--- config.mk ---
export PLATFORM = sky130hd
export DESIGN_NAME = midpoint_ellipse_rasterizer_flat
export DESIGN_NICKNAME = d
export VERILOG_FILES = /design/src/hw/rtl/mer_pkg.sv /design/src/hw/rtl/mer_if.sv /design/src/hw/rtl/mer_cfg.sv /design/src/hw/rtl/mer_ctrl.sv /design/src/hw/rtl/mer_dp.sv /design/src/hw/rtl/midpoint_ellipse_rasterizer.sv /design/src/flat_wrapper.sv
export SDC_FILE = /design/constraint.sdc
export NUM_CORES = 2
export LEC_CHECK = 0
export BUFFER_PORTS_ARGS = -buffer_cell sky130_fd_sc_hd__buf_2
export CORE_MARGIN = 2
export CORE_UTILIZATION = 45
export CTS_CLUSTER_DIAMETER = 80
export DETAILED_ROUTE_END_ITERATION = 8
export PLACE_DENSITY = 0.58
export SLEW_MARGIN = 0
export SYNTH_ARGS = -nofsm -noshare
export SYNTH_HDL_FRONTEND = slang
export SYNTH_SLANG_ARGS = --single-unit
export TNS_END_PERCENT = 1
--- constraint.sdc ---
create_clock -name i_clk -period 14.1 [get_ports i_clk]
set_input_delay 2.82 -clock i_clk [delete_from_list [all_inputs] [get_ports i_clk]]
set_output_delay 2.82 -clock i_clk [all_outputs]
set_load 0.01 [all_outputs]
--- src/hw/rtl/mer_pkg.sv ---
`timescale 1ns / 1ps

package mer_pkg;

    localparam int COORD_BITS_DEF = 12;

    localparam int AXIS_W = 12;
    localparam int HALF_W = 11;
    localparam int SQ_W   = 2 * AXIS_W;
    localparam int MOP_W  = AXIS_W + 1;
    localparam int PROD_W = SQ_W + MOP_W;
    localparam int DEC_W  = 44;

    localparam int APB_AW      = 3;
    localparam int APB_DW      = 32;
    localparam int REG_IDX_LSB = 2;

    localparam logic [HALF_W-1:0] HALF_RESET = HALF_W'(256);

    localparam logic CMD_START   = 1'b0;
    localparam logic CMD_ADVANCE = 1'b1;

    localparam logic REG_HALF_WIDTH  = 1'b0;
    localparam logic REG_HALF_HEIGHT = 1'b1;

    typedef enum logic [1:0] {
        RG_IDLE,
        RG_ONE,
        RG_TWO
    } t_region;

    typedef enum logic [3:0] {
        ST_WAIT,
        ST_SQ_A,
        ST_SQ_B,
        ST_INIT_MUL,
        ST_INIT_SET,
        ST_MUL_INC,
        ST_MUL_DEC,
        ST_MUL_CMP,
        ST_UPDATE,
        ST_R2_LOAD,
        ST_EMIT
    } t_state;

    typedef enum logic [3:0] {
        OP_NONE,
        OP_LOAD,
        OP_SQ_A,
        OP_SQ_B,
        OP_MUL_INIT,
        OP_SET_INIT,
        OP_STEP,
        OP_MUL_INC,
        OP_MUL_DEC,
        OP_MUL_CMP,
        OP_UPDATE,
        OP_REGION_TWO,
        OP_EMIT
    } t_dp_op;

    typedef struct packed {
        logic points_valid;
        logic last_point;
        logic axis_error;
    } t_flags;

    typedef struct packed {
        t_dp_op op;
        logic   swap;
        t_flags flags;
    } t_dp_cmd;

    typedef struct packed {
        logic axis_bad;
        logic holds;
        logic out_free;
    } t_dp_status;

endpackage

--- src/hw/rtl/mer_if.sv ---
`timescale 1ns / 1ps

interface mer_in_if import mer_pkg::*; ();
    logic              valid;
    logic              ready;
    logic              cmd;
    logic [AXIS_W-1:0] semi_axis_x;
    logic [AXIS_W-1:0] semi_axis_y;

    modport source (output valid, cmd, semi_axis_x, semi_axis_y, input ready);
    modport sink   (input valid, cmd, semi_axis_x, semi_axis_y, output ready);
endinterface

interface mer_out_if import mer_pkg::*; #(parameter int COORD_BITS = COORD_BITS_DEF) ();
    logic                  valid;
    logic                  ready;
    logic                  points_valid;
    logic                  last_point;
    logic                  axis_error;
    logic [COORD_BITS-1:0] col_right;
    logic [COORD_BITS-1:0] col_left;
    logic [COORD_BITS-1:0] row_down;
    logic [COORD_BITS-1:0] row_up;

    modport source (
        output valid, points_valid, last_point, axis_error,
        output col_right, col_left, row_down, row_up,
        input  ready
    );
    modport sink (
        input  valid, points_valid, last_point, axis_error,
        input  col_right, col_left, row_down, row_up,
        output ready
    );
endinterface

--- src/hw/rtl/mer_cfg.sv ---
`timescale 1ns / 1ps

module mer_cfg import mer_pkg::*; (
    input  logic              i_clk,
    input  logic              i_rst_n,
    input  logic              psel,
    input  logic              penable,
    input  logic              pwrite,
    input  logic [APB_AW-1:0] paddr,
    input  logic [APB_DW-1:0] pwdata,
    output logic [APB_DW-1:0] prdata,
    output logic              pready,
    output logic [HALF_W-1:0] o_half_width,
    output logic [HALF_W-1:0] o_half_height
);

    logic [HALF_W-1:0] r_half_width;
    logic [HALF_W-1:0] r_half_height;
    logic              w_wr;
    logic              w_idx;

    assign pready = 1'b1;
    assign w_wr   = psel & penable & pwrite & pready;
    assign w_idx  = paddr[REG_IDX_LSB];

    always_ff @(posedge i_clk) begin
        if (!i_rst_n) begin
            r_half_width  <= HALF_RESET;
            r_half_height <= HALF_RESET;
        end else if (w_wr) begin
            case (w_idx)
                REG_HALF_WIDTH:  r_half_width  <= pwdata[HALF_W-1:0];
                REG_HALF_HEIGHT: r_half_height <= pwdata[HALF_W-1:0];
                default: ;
            endcase
        end
    end

    always_comb begin
        case (w_idx)
            REG_HALF_WIDTH:  prdata = APB_DW'(r_half_width);
            REG_HALF_HEIGHT: prdata = APB_DW'(r_half_height);
            default:         prdata = '0;
        endcase
    end

    assign o_half_width  = r_half_width;
    assign o_half_height = r_half_height;

endmodule

--- src/hw/rtl/mer_ctrl.sv ---
`timescale 1ns / 1ps

module mer_ctrl import mer_pkg::*; (
    input  logic       i_clk,
    input  logic       i_rst_n,
    input  logic       i_valid,
    input  logic       i_cmd,
    output logic       o_ready,
    input  t_dp_status i_status,
    output t_dp_cmd    o_cmd
);

    t_state  r_state,  n_state;
    t_region r_region, n_region;
    t_flags  r_flags,  n_flags;
    t_dp_op  w_op;

    always_ff @(posedge i_clk) begin
        if (!i_rst_n) begin
            r_state  <= ST_WAIT;
            r_region <= RG_IDLE;
            r_flags  <= '0;
        end else begin
            r_state  <= n_state;
            r_region <= n_region;
            r_flags  <= n_flags;
        end
    end

    always_comb begin
        n_state  = r_state;
        n_region = r_region;
        n_flags  = r_flags;
        w_op     = OP_NONE;
        o_ready  = 1'b0;
        case (r_state)
            ST_WAIT: begin
                o_ready = 1'b1;
                if (i_valid) begin
                    if (i_cmd == CMD_START) begin
                        if (i_status.axis_bad) begin
                            n_region = RG_IDLE;
                            n_flags  = '{points_valid: 1'b0, last_point: 1'b1,
                                         axis_error: 1'b1};
                            n_state  = ST_EMIT;
                        end else begin
                            w_op     = OP_LOAD;
                            n_region = RG_ONE;
                            n_flags  = '{points_valid: 1'b0, last_point: 1'b0,
                                         axis_error: 1'b0};
                            n_state  = ST_SQ_A;
                        end
                    end else if (r_region == RG_IDLE) begin
                        n_flags = '{points_valid: 1'b0, last_point: 1'b1, axis_error: 1'b0};
                        n_state = ST_EMIT;
                    end else begin
                        w_op    = OP_STEP;
                        n_state = ST_MUL_INC;
                    end
                end
            end
            ST_SQ_A: begin
                w_op    = OP_SQ_A;
                n_state = ST_SQ_B;
            end
            ST_SQ_B: begin
                w_op    = OP_SQ_B;
                n_state = ST_INIT_MUL;
            end
            ST_INIT_MUL: begin
                w_op    = OP_MUL_INIT;
                n_state = ST_INIT_SET;
            end
            ST_INIT_SET: begin
                w_op    = OP_SET_INIT;
                n_state = ST_EMIT;
            end
            ST_MUL_INC: begin
                w_op    = OP_MUL_INC;
                n_state = ST_MUL_DEC;
            end
            ST_MUL_DEC: begin
                w_op    = OP_MUL_DEC;
                n_state = ST_MUL_CMP;
            end
            ST_MUL_CMP: begin
                w_op    = OP_MUL_CMP;
                n_state = ST_UPDATE;
            end
            ST_UPDATE: begin
                w_op = OP_UPDATE;
                case (r_region)
                    RG_ONE: begin
                        n_flags = '{points_valid: 1'b1, last_point: 1'b0, axis_error: 1'b0};
                        n_state = i_status.holds ? ST_EMIT : ST_R2_LOAD;
                    end
                    RG_TWO: begin
                        n_flags = '{points_valid: 1'b1, last_point: !i_status.holds,
                                    axis_error: 1'b0};
                        if (!i_status.holds) begin
                            n_region = RG_IDLE;
                        end
                        n_state = ST_EMIT;
                    end
                    default: begin
                        n_flags = '{points_valid: 1'b0, last_point: 1'b1, axis_error: 1'b0};
                        n_state = ST_EMIT;
                    end
                endcase
            end
            ST_R2_LOAD: begin
                w_op     = OP_REGION_TWO;
                n_region = RG_TWO;
                n_state  = ST_INIT_MUL;
            end
            ST_EMIT: begin
                if (i_status.out_free) begin
                    w_op    = OP_EMIT;
                    n_state = ST_WAIT;
                end
            end
            default: begin
                n_state = ST_WAIT;
            end
        endcase
    end

    assign o_cmd.op    = w_op;
    assign o_cmd.swap  = (r_region == RG_TWO);
    assign o_cmd.flags = r_flags;

endmodule

--- src/hw/rtl/mer_dp.sv ---
`timescale 1ns / 1ps

module mer_dp import mer_pkg::*; #(
    parameter int COORD_BITS = COORD_BITS_DEF
) (
    input  logic              i_clk,
    input  logic              i_rst_n,
    input  t_dp_cmd           i_cmd,
    output t_dp_status        o_status,
    input  logic [HALF_W-1:0] i_half_width,
    input  logic [HALF_W-1:0] i_half_height,
    input  logic [AXIS_W-1:0] i_semi_axis_x,
    input  logic [AXIS_W-1:0] i_semi_axis_y,
    mer_out_if.source         o_res
);

    localparam int SUM_W = COORD_BITS + AXIS_W;

    logic [AXIS_W-1:0]     r_a, r_b, r_x, r_y, r_px, r_py;
    logic [SQ_W-1:0]       r_a2, r_b2;
    logic [PROD_W-1:0]     r_p1, r_p2, r_p3;
    logic [DEC_W-1:0]      r_d;
    logic                  r_neg;
    logic                  r_out_valid;
    t_flags                r_out_flags;
    logic [COORD_BITS-1:0] r_col_right, r_col_left, r_row_down, r_row_up;

    logic [SQ_W-1:0]   w_cu, w_cv;
    logic [AXIS_W-1:0] w_u, w_v, w_u_inc, w_v_dec;
    logic [SQ_W-1:0]   w_mul_a;
    logic [MOP_W-1:0]  w_mul_b;
    logic [PROD_W-1:0] w_prod;
    logic [DEC_W-1:0]  w_d_step, w_d_init, w_dec_sub;
    logic [SUM_W-1:0]  w_hw, w_hh, w_px, w_py;
    logic [SUM_W-1:0]  w_right, w_left, w_down, w_up;

    // region two swaps the roles of the axes
    assign w_cu = i_cmd.swap ? r_a2 : r_b2;
    assign w_cv = i_cmd.swap ? r_b2 : r_a2;
    assign w_u  = i_cmd.swap ? r_y : r_x;
    assign w_v  = i_cmd.swap ? r_x : r_y;

    assign w_u_inc = w_u + AXIS_W'(1);
    assign w_v_dec = w_v - AXIS_W'(1);

    always_comb begin
        case (i_cmd.op)
            OP_SQ_A: begin
                w_mul_a = SQ_W'(r_a);
                w_mul_b = MOP_W'(r_a);
            end
            OP_SQ_B: begin
                w_mul_a = SQ_W'(r_b);
                w_mul_b = MOP_W'(r_b);
            end
            OP_MUL_INIT, OP_MUL_DEC: begin
                w_mul_a = w_cv;
                w_mul_b = MOP_W'(w_v);
            end
            OP_MUL_INC: begin
                w_mul_a = w_cu;
                w_mul_b = {w_u, 1'b1};
            end
            OP_MUL_CMP: begin
                w_mul_a = w_cu;
                w_mul_b = MOP_W'(w_u);
            end
            default: begin
                w_mul_a = '0;
                w_mul_b = '0;
            end
        endcase
    end

    assign w_prod = PROD_W'(w_mul_a) * PROD_W'(w_mul_b);

    assign w_dec_sub = r_neg ? '0 : {{(DEC_W-PROD_W-3){1'b0}}, r_p2, 3'b000};
    assign w_d_step  = r_d + {{(DEC_W-PROD_W-2){1'b0}}, r_p1, 2'b00} - w_dec_sub;
    assign w_d_init  = {{(DEC_W-SQ_W-2){1'b0}}, w_cu, 2'b00} + DEC_W'(w_cv)
                     - {{(DEC_W-PROD_W-2){1'b0}}, r_p1, 2'b00};

    assign w_hw    = SUM_W'(i_half_width);
    assign w_hh    = SUM_W'(i_half_height);
    assign w_px    = SUM_W'(r_px);
    assign w_py    = SUM_W'(r_py);
    assign w_right = w_hw + w_px;
    assign w_left  = w_hw - w_px;
    assign w_down  = w_hh + w_py;
    assign w_up    = w_hh - w_py;

    always_ff @(posedge i_clk) begin
        case (i_cmd.op)
            OP_LOAD: begin
                r_a <= i_semi_axis_x;
                r_b <= i_semi_axis_y;
                r_x <= '0;
                r_y <= i_semi_axis_y;
            end
            OP_SQ_A:     r_a2 <= w_prod[SQ_W-1:0];
            OP_SQ_B:     r_b2 <= w_prod[SQ_W-1:0];
            OP_MUL_INIT: r_p1 <= w_prod;
            OP_SET_INIT: r_d  <= w_d_init;
            OP_STEP: begin
                r_px  <= r_x;
                r_py  <= r_y;
                r_neg <= r_d[DEC_W-1];
                if (i_cmd.swap) begin
                    r_y <= w_u_inc;
                    if (!r_d[DEC_W-1]) begin
                        r_x <= w_v_dec;
                    end
                end else begin
                    r_x <= w_u_inc;
                    if (!r_d[DEC_W-1]) begin
                        r_y <= w_v_dec;
                    end
                end
            end
            OP_MUL_INC: r_p1 <= w_prod;
            OP_MUL_DEC: r_p2 <= w_prod;
            OP_MUL_CMP: r_p3 <= w_prod;
            OP_UPDATE:  r_d  <= w_d_step;
            OP_REGION_TWO: begin
                r_x <= r_a;
                r_y <= '0;
            end
            OP_EMIT: begin
                r_out_flags <= i_cmd.flags;
                if (i_cmd.flags.points_valid) begin
                    r_col_right <= w_right[COORD_BITS-1:0];
                    r_col_left  <= w_left[COORD_BITS-1:0];
                    r_row_down  <= w_down[COORD_BITS-1:0];
                    r_row_up    <= w_up[COORD_BITS-1:0];
                end else begin
                    r_col_right <= '0;
                    r_col_left  <= '0;
                    r_row_down  <= '0;
                    r_row_up    <= '0;
                end
            end
            default: ;
        endcase
    end

    always_ff @(posedge i_clk) begin
        if (!i_rst_n) begin
            r_out_valid <= 1'b0;
        end else if (i_cmd.op == OP_EMIT) begin
            r_out_valid <= 1'b1;
        end else if (o_res.ready) begin
            r_out_valid <= 1'b0;
        end
    end

    assign o_status.axis_bad = (i_semi_axis_x == '0) || (i_semi_axis_y == '0)
                             || (i_semi_axis_x > AXIS_W'(i_half_width))
                             || (i_semi_axis_y > AXIS_W'(i_half_height));
    assign o_status.holds    = (r_p3 <= r_p2);
    assign o_status.out_free = !r_out_valid || o_res.ready;

    assign o_res.valid        = r_out_valid;
    assign o_res.points_valid = r_out_flags.points_valid;
    assign o_res.last_point   = r_out_flags.last_point;
    assign o_res.axis_error   = r_out_flags.axis_error;
    assign o_res.col_right    = r_col_right;
    assign o_res.col_left     = r_col_left;
    assign o_res.row_down     = r_row_down;
    assign o_res.row_up       = r_row_up;

endmodule

--- src/hw/rtl/midpoint_ellipse_rasterizer.sv ---
`timescale 1ns / 1ps

// midpoint ellipse rasterizer
// i_req carries one item per command: start (with both semi-axes) or advance.
// o_res returns exactly one item per accepted command: flags plus the four
// mirrored coordinates around the centre (half_width, half_height).
// the centre registers sit behind the apb port: half_width at 0, half_height at 4.
// states: a start runs sq_a, sq_b, init_mul, init_set, emit; an advance runs
// mul_inc, mul_dec, mul_cmp, update, emit, with r2_load, init_mul, init_set before
// emit when it ends region one; a rejected start or an idle advance goes to emit.
// throughput: one item in flight; the next item is taken once the current one
// sits in the output register. the figure is set by the single shared
// multiplier, used three or four times per advance, and the decision term update.
// a stalled o_res holds its item; one more item may be accepted and worked on,
// then the block waits for the output register to drain.
// reset: synchronous, clears the state machine, returns the ellipse to idle
// and both centre registers to 256.

module midpoint_ellipse_rasterizer import mer_pkg::*; #(
    parameter int COORD_BITS = COORD_BITS_DEF
) (
    input  logic              i_clk,
    input  logic              i_rst_n,
    mer_in_if.sink            i_req,
    mer_out_if.source         o_res,
    input  logic              psel,
    input  logic              penable,
    input  logic              pwrite,
    input  logic [APB_AW-1:0] paddr,
    input  logic [APB_DW-1:0] pwdata,
    output logic [APB_DW-1:0] prdata,
    output logic              pready
);

    logic [HALF_W-1:0] w_half_width;
    logic [HALF_W-1:0] w_half_height;
    t_dp_cmd           w_cmd;
    t_dp_status        w_status;
    logic              w_ready;

    mer_cfg u_cfg (
        .i_clk         (i_clk),
        .i_rst_n       (i_rst_n),
        .psel          (psel),
        .penable       (penable),
        .pwrite        (pwrite),
        .paddr         (paddr),
        .pwdata        (pwdata),
        .prdata        (prdata),
        .pready        (pready),
        .o_half_width  (w_half_width),
        .o_half_height (w_half_height)
    );

    mer_ctrl u_ctrl (
        .i_clk    (i_clk),
        .i_rst_n  (i_rst_n),
        .i_valid  (i_req.valid),
        .i_cmd    (i_req.cmd),
        .o_ready  (w_ready),
        .i_status (w_status),
        .o_cmd    (w_cmd)
    );

    mer_dp #(
        .COORD_BITS (COORD_BITS)
    ) u_dp (
        .i_clk         (i_clk),
        .i_rst_n       (i_rst_n),
        .i_cmd         (w_cmd),
        .o_status      (w_status),
        .i_half_width  (w_half_width),
        .i_half_height (w_half_height),
        .i_semi_axis_x (i_req.semi_axis_x),
        .i_semi_axis_y (i_req.semi_axis_y),
        .o_res         (o_res)
    );

    assign i_req.ready = w_ready;

endmodule

--- src/flat_wrapper.sv ---
// flat-port wrapper written by rule: the top's interface ports become plain ports
module midpoint_ellipse_rasterizer_flat import mer_pkg::*;
#(
    parameter int COORD_BITS = COORD_BITS_DEF
)
  (i_clk, i_rst_n, psel, penable, pwrite, paddr, pwdata, prdata, pready, i_req_valid, i_req_cmd, i_req_semi_axis_x, i_req_semi_axis_y, i_req_ready, o_res_valid, o_res_points_valid, o_res_last_point, o_res_axis_error, o_res_col_right, o_res_col_left, o_res_row_down, o_res_row_up, o_res_ready);
  mer_in_if i_req_i ();
  mer_out_if #(.COORD_BITS(COORD_BITS)) o_res_i ();
  input  logic i_clk;
  input  logic i_rst_n;
  input  logic psel;
  input  logic penable;
  input  logic pwrite;
  input  logic [APB_AW-1:0] paddr;
  input  logic [APB_DW-1:0] pwdata;
  output logic [APB_DW-1:0] prdata;
  output logic pready;
  input wire logic [$bits(i_req_i.valid)-1:0] i_req_valid;
  input wire logic [$bits(i_req_i.cmd)-1:0] i_req_cmd;
  input wire logic [$bits(i_req_i.semi_axis_x)-1:0] i_req_semi_axis_x;
  input wire logic [$bits(i_req_i.semi_axis_y)-1:0] i_req_semi_axis_y;
  output wire logic [$bits(i_req_i.ready)-1:0] i_req_ready;
  output wire logic [$bits(o_res_i.valid)-1:0] o_res_valid;
  output wire logic [$bits(o_res_i.points_valid)-1:0] o_res_points_valid;
  output wire logic [$bits(o_res_i.last_point)-1:0] o_res_last_point;
  output wire logic [$bits(o_res_i.axis_error)-1:0] o_res_axis_error;
  output wire logic [$bits(o_res_i.col_right)-1:0] o_res_col_right;
  output wire logic [$bits(o_res_i.col_left)-1:0] o_res_col_left;
  output wire logic [$bits(o_res_i.row_down)-1:0] o_res_row_down;
  output wire logic [$bits(o_res_i.row_up)-1:0] o_res_row_up;
  input wire logic [$bits(o_res_i.ready)-1:0] o_res_ready;
  assign i_req_i.valid = i_req_valid;
  assign i_req_i.cmd = i_req_cmd;
  assign i_req_i.semi_axis_x = i_req_semi_axis_x;
  assign i_req_i.semi_axis_y = i_req_semi_axis_y;
  assign i_req_ready = i_req_i.ready;
  assign o_res_valid = o_res_i.valid;
  assign o_res_points_valid = o_res_i.points_valid;
  assign o_res_last_point = o_res_i.last_point;
  assign o_res_axis_error = o_res_i.axis_error;
  assign o_res_col_right = o_res_i.col_right;
  assign o_res_col_left = o_res_i.col_left;
  assign o_res_row_down = o_res_i.row_down;
  assign o_res_row_up = o_res_i.row_up;
  assign o_res_i.ready = o_res_ready;
  midpoint_ellipse_rasterizer #(.COORD_BITS(COORD_BITS)) u_core (.i_clk(i_clk), .i_rst_n(i_rst_n), .i_req(i_req_i), .o_res(o_res_i), .psel(psel), .penable(penable), .pwrite(pwrite), .paddr(paddr), .pwdata(pwdata), .prdata(prdata), .pready(pready));
endmodule
==> impl_results.rst <==
.. list-table::
   :header-rows: 1

   * - Metric
     - Value
   * - Number of clock buffers inserted by TritonCTS
     - 41
   * - Number of primary I/O pins
     - 153
   * - R2R Path Start
     - u_core.u_ctrl.r_state[2]
   * - Filler instances
     - 6862
   * - Avg WL per Cell
     - 19.7 µm
   * - Synth area leaders
     - sky130_fd_sc_hd__edfxtp_1, sky130_fd_sc_hd__fa_1, sky130_fd_sc_hd__ha_1, sky130_fd_sc_hd__inv_1, sky130_fd_sc_hd__nand2_1
   * - Worst setup path start
     - u_core.u_ctrl.r_state[2]
   * - Fraction of synthesized cell area taken by the top area cell type
     - 29.3%
   * - Total vias in the final route
     - 24.7k
   * - Number of violations of the max-capacitance limit
     - 0
   * - Slew at the pin closest to its max-slew limit
     - 1.16 ns
   * - Library cell used as clock root buffer
     - sky130_fd_sc_hd__clkbuf_16
   * - Fmax
     - 106 MHz
   * - DIE WIDTH
     - 276 µm
   * - Count of mapped cells out of synthesis
     - 3481
   * - Source of the worst hold timing path
     - u_core.u_ctrl.o_cmd[0]
   * - Clk Latency, worst-skew pair
     - 0.58 ns
   * - DRC marker count from the first detailed-route iteration
     - 2151
   * - Final HPWL from detailed placement
     - 69.8 mm
   * - Total Routing Usage GR
     - 23.9%
   * - Rel. slew slack
     - 22.4%
   * - WP data arrival
     - 9.74 ns
   * - Final critical-path share of the clock period
     - 66.9%
   * - Post-cts resize count
     - 0
   * - Number of warning messages in the yosys log
     - 0
   * - Average via count per standard cell
     - 5.45
   * - Worst setup SP type
     - register
   * - Max FO, Critical Path
     - 43
   * - Status
     - complete, but fails checks
   * - Sinks on the clock net
     - 356
   * - Maximum number of pins on one net before global-route repair
     - 70
   * - Async S/R FF share, synth
     - 0%
   * - Type of the setup path with the least slack
     - register to register
   * - Final-report max-slew violation count
     - 0
   * - Die Ht
     - 276 µm
   * - Average instance area after synthesis
     - 9.55 µm²
   * - Area of the die
     - 76100 µm²
   * - Number of hold-slack violations in the final timing report
     - 0
   * - Level count of the clock H-tree
     - 2
   * - Post-synthesis cell type with the largest combined area
     - sky130_fd_sc_hd__edfxtp_1
   * - Via count of the first global-routing pass
     - 24.1k
   * - Main flop type after synthesis
     - sky130_fd_sc_hd__edfxtp_1
   * - Synth Register Bits
     - 356
   * - Unrepaired setup endpoints after global routing
     - false
   * - Cts-stage hold buffer count
     - 0
   * - Final setup viols
     - 0
   * - Worst setup slack for register-to-register paths
     - 4.67 ns
   * - Clock-pin slew on the worst setup and hold paths
     - 0.06 ns
   * - TritonCTS clock tree
     - yes
   * - Antenna violations before repair
     - 3
   * - Final TNS setup
     - 0 ns
   * - Final Worst Setup Slack
     - 4.67 ns
   * - Pre-CTS setup slack
     - 4.66 ns
   * - Total grt overflow
     - 0
   * - Path class of the lowest-slack min-delay path
     - register to register
   * - Clock buffer depth
     - 3
   * - Most frequent standard cell in the layout excluding fill and tap cells
     - sky130_fd_sc_hd__inv_1
   * - TritonRoute pass-1 iters
     - 7
   * - Summed instance area of the synthesized netlist
     - 33300 µm²
   * - IR Drop Worst-Case VDD
     - 0.105 mV
   * - Initial Util
     - 45.5%
   * - Share of cells above drive strength 1
     - 7.91%
   * - Final critical-path required period
     - 9.43 ns
   * - Clock tree skew after final layout
     - 0.0395 ns
   * - Post-synthesis sequential area ratio
     - 31.2%
   * - Syn-to-layout area delta
     - 8.64%
   * - Violated checks
     - DRC
   * - Count of standard-cell rows
     - 99
   * - Required time of the worst setup path
     - 14.42 ns
   * - Worst setup EP type
     - register
   * - Wire length of the first global-routing pass
     - 140 mm
   * - Count of distinct cell types in the synthesized netlist
     - 84
   * - Number of remaining DRC errors
     - 14
   * - Leak
     - 15.8 nW
   * - DRT Wirelength
     - 89.2 mm
   * - Layout Nets
     - 4170
   * - Weighted congestion at the end of routability-driven global placement
     - 0.922
   * - Number of post-CTS setup repair buffers
     - 0
   * - Standard cell core area
     - 73100 µm²
   * - Post-synth EDFFs
     - 324
   * - Pwr/cell area
     - 129 nW/µm²
   * - Input/output buffers
     - 107
   * - Commonest cells after routing, fill and taps aside
     - sky130_fd_sc_hd__inv_1, sky130_fd_sc_hd__nand2_1, sky130_fd_sc_hd__edfxtp_1
   * - ANT nets after route
     - 0
final timing paths:
| check | end | cells after the start |
|---|---|---|
| worst max register to register | u_core.u_dp.r_p1[33] | 25 |
| worst max-delay path | u_core.u_dp.r_p1[33] | 25 |
| worst min-delay path | u_core.u_dp.o_res.axis_error | 0 |
| worst min register to register | u_core.u_dp.o_res.axis_error | 0 |
Yosys cell counts (all sizes together) (5+ instances only):
| cell type | instances |
|---|---|
| inv | 596 |
| nand2 | 353 |
| edfxtp | 324 |
| fa | 304 |
| ha | 262 |
| nor2 | 257 |
| a21oi | 166 |
| o21ai | 149 |
| clkbuf | 101 |
| a21o | 80 |
| xnor2 | 80 |
| xor2 | 59 |
| mux2i | 58 |
| nand3 | 54 |
| buf | 49 |
| nor3 | 47 |
| and2 | 46 |
| nor2b | 39 |
| a21boi | 34 |
| nand2b | 33 |
| dfxtp | 32 |
| nand4 | 27 |
| mux2 | 25 |
| a22oi | 24 |
| a31oi | 24 |
| o21a | 21 |
| o21bai | 21 |
| a221oi | 17 |
| o211ai | 17 |
| and3 | 16 |
| a211oi | 14 |
| nor4 | 14 |
| o31ai | 14 |
| or3 | 14 |
| o22ai | 13 |
| or2 | 13 |
| and3b | 8 |
| nor3b | 8 |
| a31o | 6 |
| a2111oi | 5 |
| a221o | 5 |
| o221ai | 5 |
through the flow:
step / area [µm²] / std cells / power, mW / utilization, % / hold slack [ns]
2_1_floorplan: 33300 / 3501 / 2.98 / - / 0.409
3_3_place_gp: 34800 / 4453 / 3.54 / 47.6 / 0.421
3_5_place_dp: 34800 / 4453 / 3.55 / 47.6 / 0.423
4_1_cts: 36100 / 4526 / 4.65 / 49.4 / 0.430
5_1_grt: 36100 / 4527 / 4.97 / 49.4 / 0.441
6_report: 36100 / 4528 / 4.65 / 49.4 / 0.437
critical path, cell delays in order, from the launching register on:
cell and delay [ns]:
sky130_fd_sc_hd__dfxtp_1 0.64, sky130_fd_sc_hd__nand2b_1 0.32, sky130_fd_sc_hd__nor2_2 0.79, sky130_fd_sc_hd__and2_2 0.53, sky130_fd_sc_hd__buf_4 0.54, sky130_fd_sc_hd__a221o_1 0.23, sky130_fd_sc_hd__o21ai_1 0.09, sky130_fd_sc_hd__o211ai_1 0.49
sky130_fd_sc_hd__nand2_1 0.19, sky130_fd_sc_hd__fa_1 0.62, sky130_fd_sc_hd__fa_1 0.43, sky130_fd_sc_hd__inv_1 0.11, sky130_fd_sc_hd__fa_1 0.44, sky130_fd_sc_hd__fa_1 0.51, sky130_fd_sc_hd__fa_1 0.55, sky130_fd_sc_hd__ha_1 0.39
sky130_fd_sc_hd__a21oi_1 0.19, sky130_fd_sc_hd__o21ai_1 0.10, sky130_fd_sc_hd__a21oi_1 0.14, sky130_fd_sc_hd__nor2b_1 0.08, sky130_fd_sc_hd__o31ai_2 0.35, sky130_fd_sc_hd__o21ai_1 0.29, sky130_fd_sc_hd__a311o_1 0.46, sky130_fd_sc_hd__a31o_1 0.23
sky130_fd_sc_hd__a21oi_1 0.17, sky130_fd_sc_hd__xnor2_1 0.27
cells by family (layout without fill, tap and decap cells):
| kind of cell | after synthesis | after routing | share of synthesized area [%] |
|---|---|---|---|
| AND/OR/NAND/NOR | 939 | 939 | 12.9 |
| buffers and inverters | 747 | 813 | 8.75 |
| AO/OA/AOI/OAI | 649 | 649 | 12.8 |
| adder cells (fa/ha/maj) | 566 | 566 | 28.2 |
| flip-flops | 356 | 356 | 31.2 |
| XOR/XNOR | 139 | 139 | 3.66 |
| multiplexers | 83 | 83 | 2.60 |
| other | 2 | 24 | 0.0226 |
sequential cells by signal, indices dropped and copies added (netlist names), 3 cells and up:
register / cells
u_core.u_dp.r_py: 12
u_core.u_dp.r_a2: 24
u_core.u_dp.r_b2: 24
u_core.u_dp.r_y: 12
u_core.u_dp.r_p1: 37
u_core.u_dp.r_p3: 37
u_core.u_dp.r_b: 12
u_core.u_dp.o_res.row_down: 12
u_core.u_dp.o_res.col_right: 12
u_core.u_cfg.o_half_width: 11
u_core.u_cfg.o_half_height: 11
u_core.u_dp.r_a: 12
u_core.u_ctrl.o_cmd: 3
u_core.u_dp.r_x: 12
u_core.u_dp.r_d: 43
u_core.u_dp.o_res.row_up: 11
u_core.u_dp.r_px: 12
u_core.u_ctrl.r_state: 4
u_core.u_dp.r_p2: 37
u_core.u_dp.o_res.col_left: 11
layer usage:
| metal | routed length [µm] | vias to the layer above | global-route usage (%) | share of wire, % |
|---|---|---|---|---|
| met2 | 37000 | 745 | 34.4 | 42 |
| met4 | 1690 | 0 | 5.22 | 1.9 |
| li1 | - | 11668 | - | - |
| met1 | 44500 | 12154 | 38.1 | 50 |
| met5 | 0 | - | 0 | 0 |
| met3 | 5910 | 91 | 2.72 | 6.6 |
report_power, final:
| group | internal, mW | leakage, nW | switching (mW) |
|---|---|---|---|
| clock | 0.627 | 0.651 | 0.458 |
| combinational | 0.777 | 12.0 | 1.37 |
| sequential | 1.36 | 3.16 | 0.0515 |
cell type report:
| type | count | area [µm²] | area share (%) |
|---|---|---|---|
| Timing Repair Buffer | 143 | 806 | 2.23 |
| Sequential cell | 356 | 10400 | 28.7 |
| Tap cell | 959 | 1200 | 3.32 |
| Multi-Input combinational cell | 2398 | 20100 | 55.8 |
| Antenna cell | 2 | 5.00 | 0.0139 |
| Inverter | 597 | 2240 | 6.20 |
| Clock buffer | 55 | 1170 | 3.24 |
| Clock inverter | 18 | 195 | 0.540 |
(Power assumes the default switching activity.)
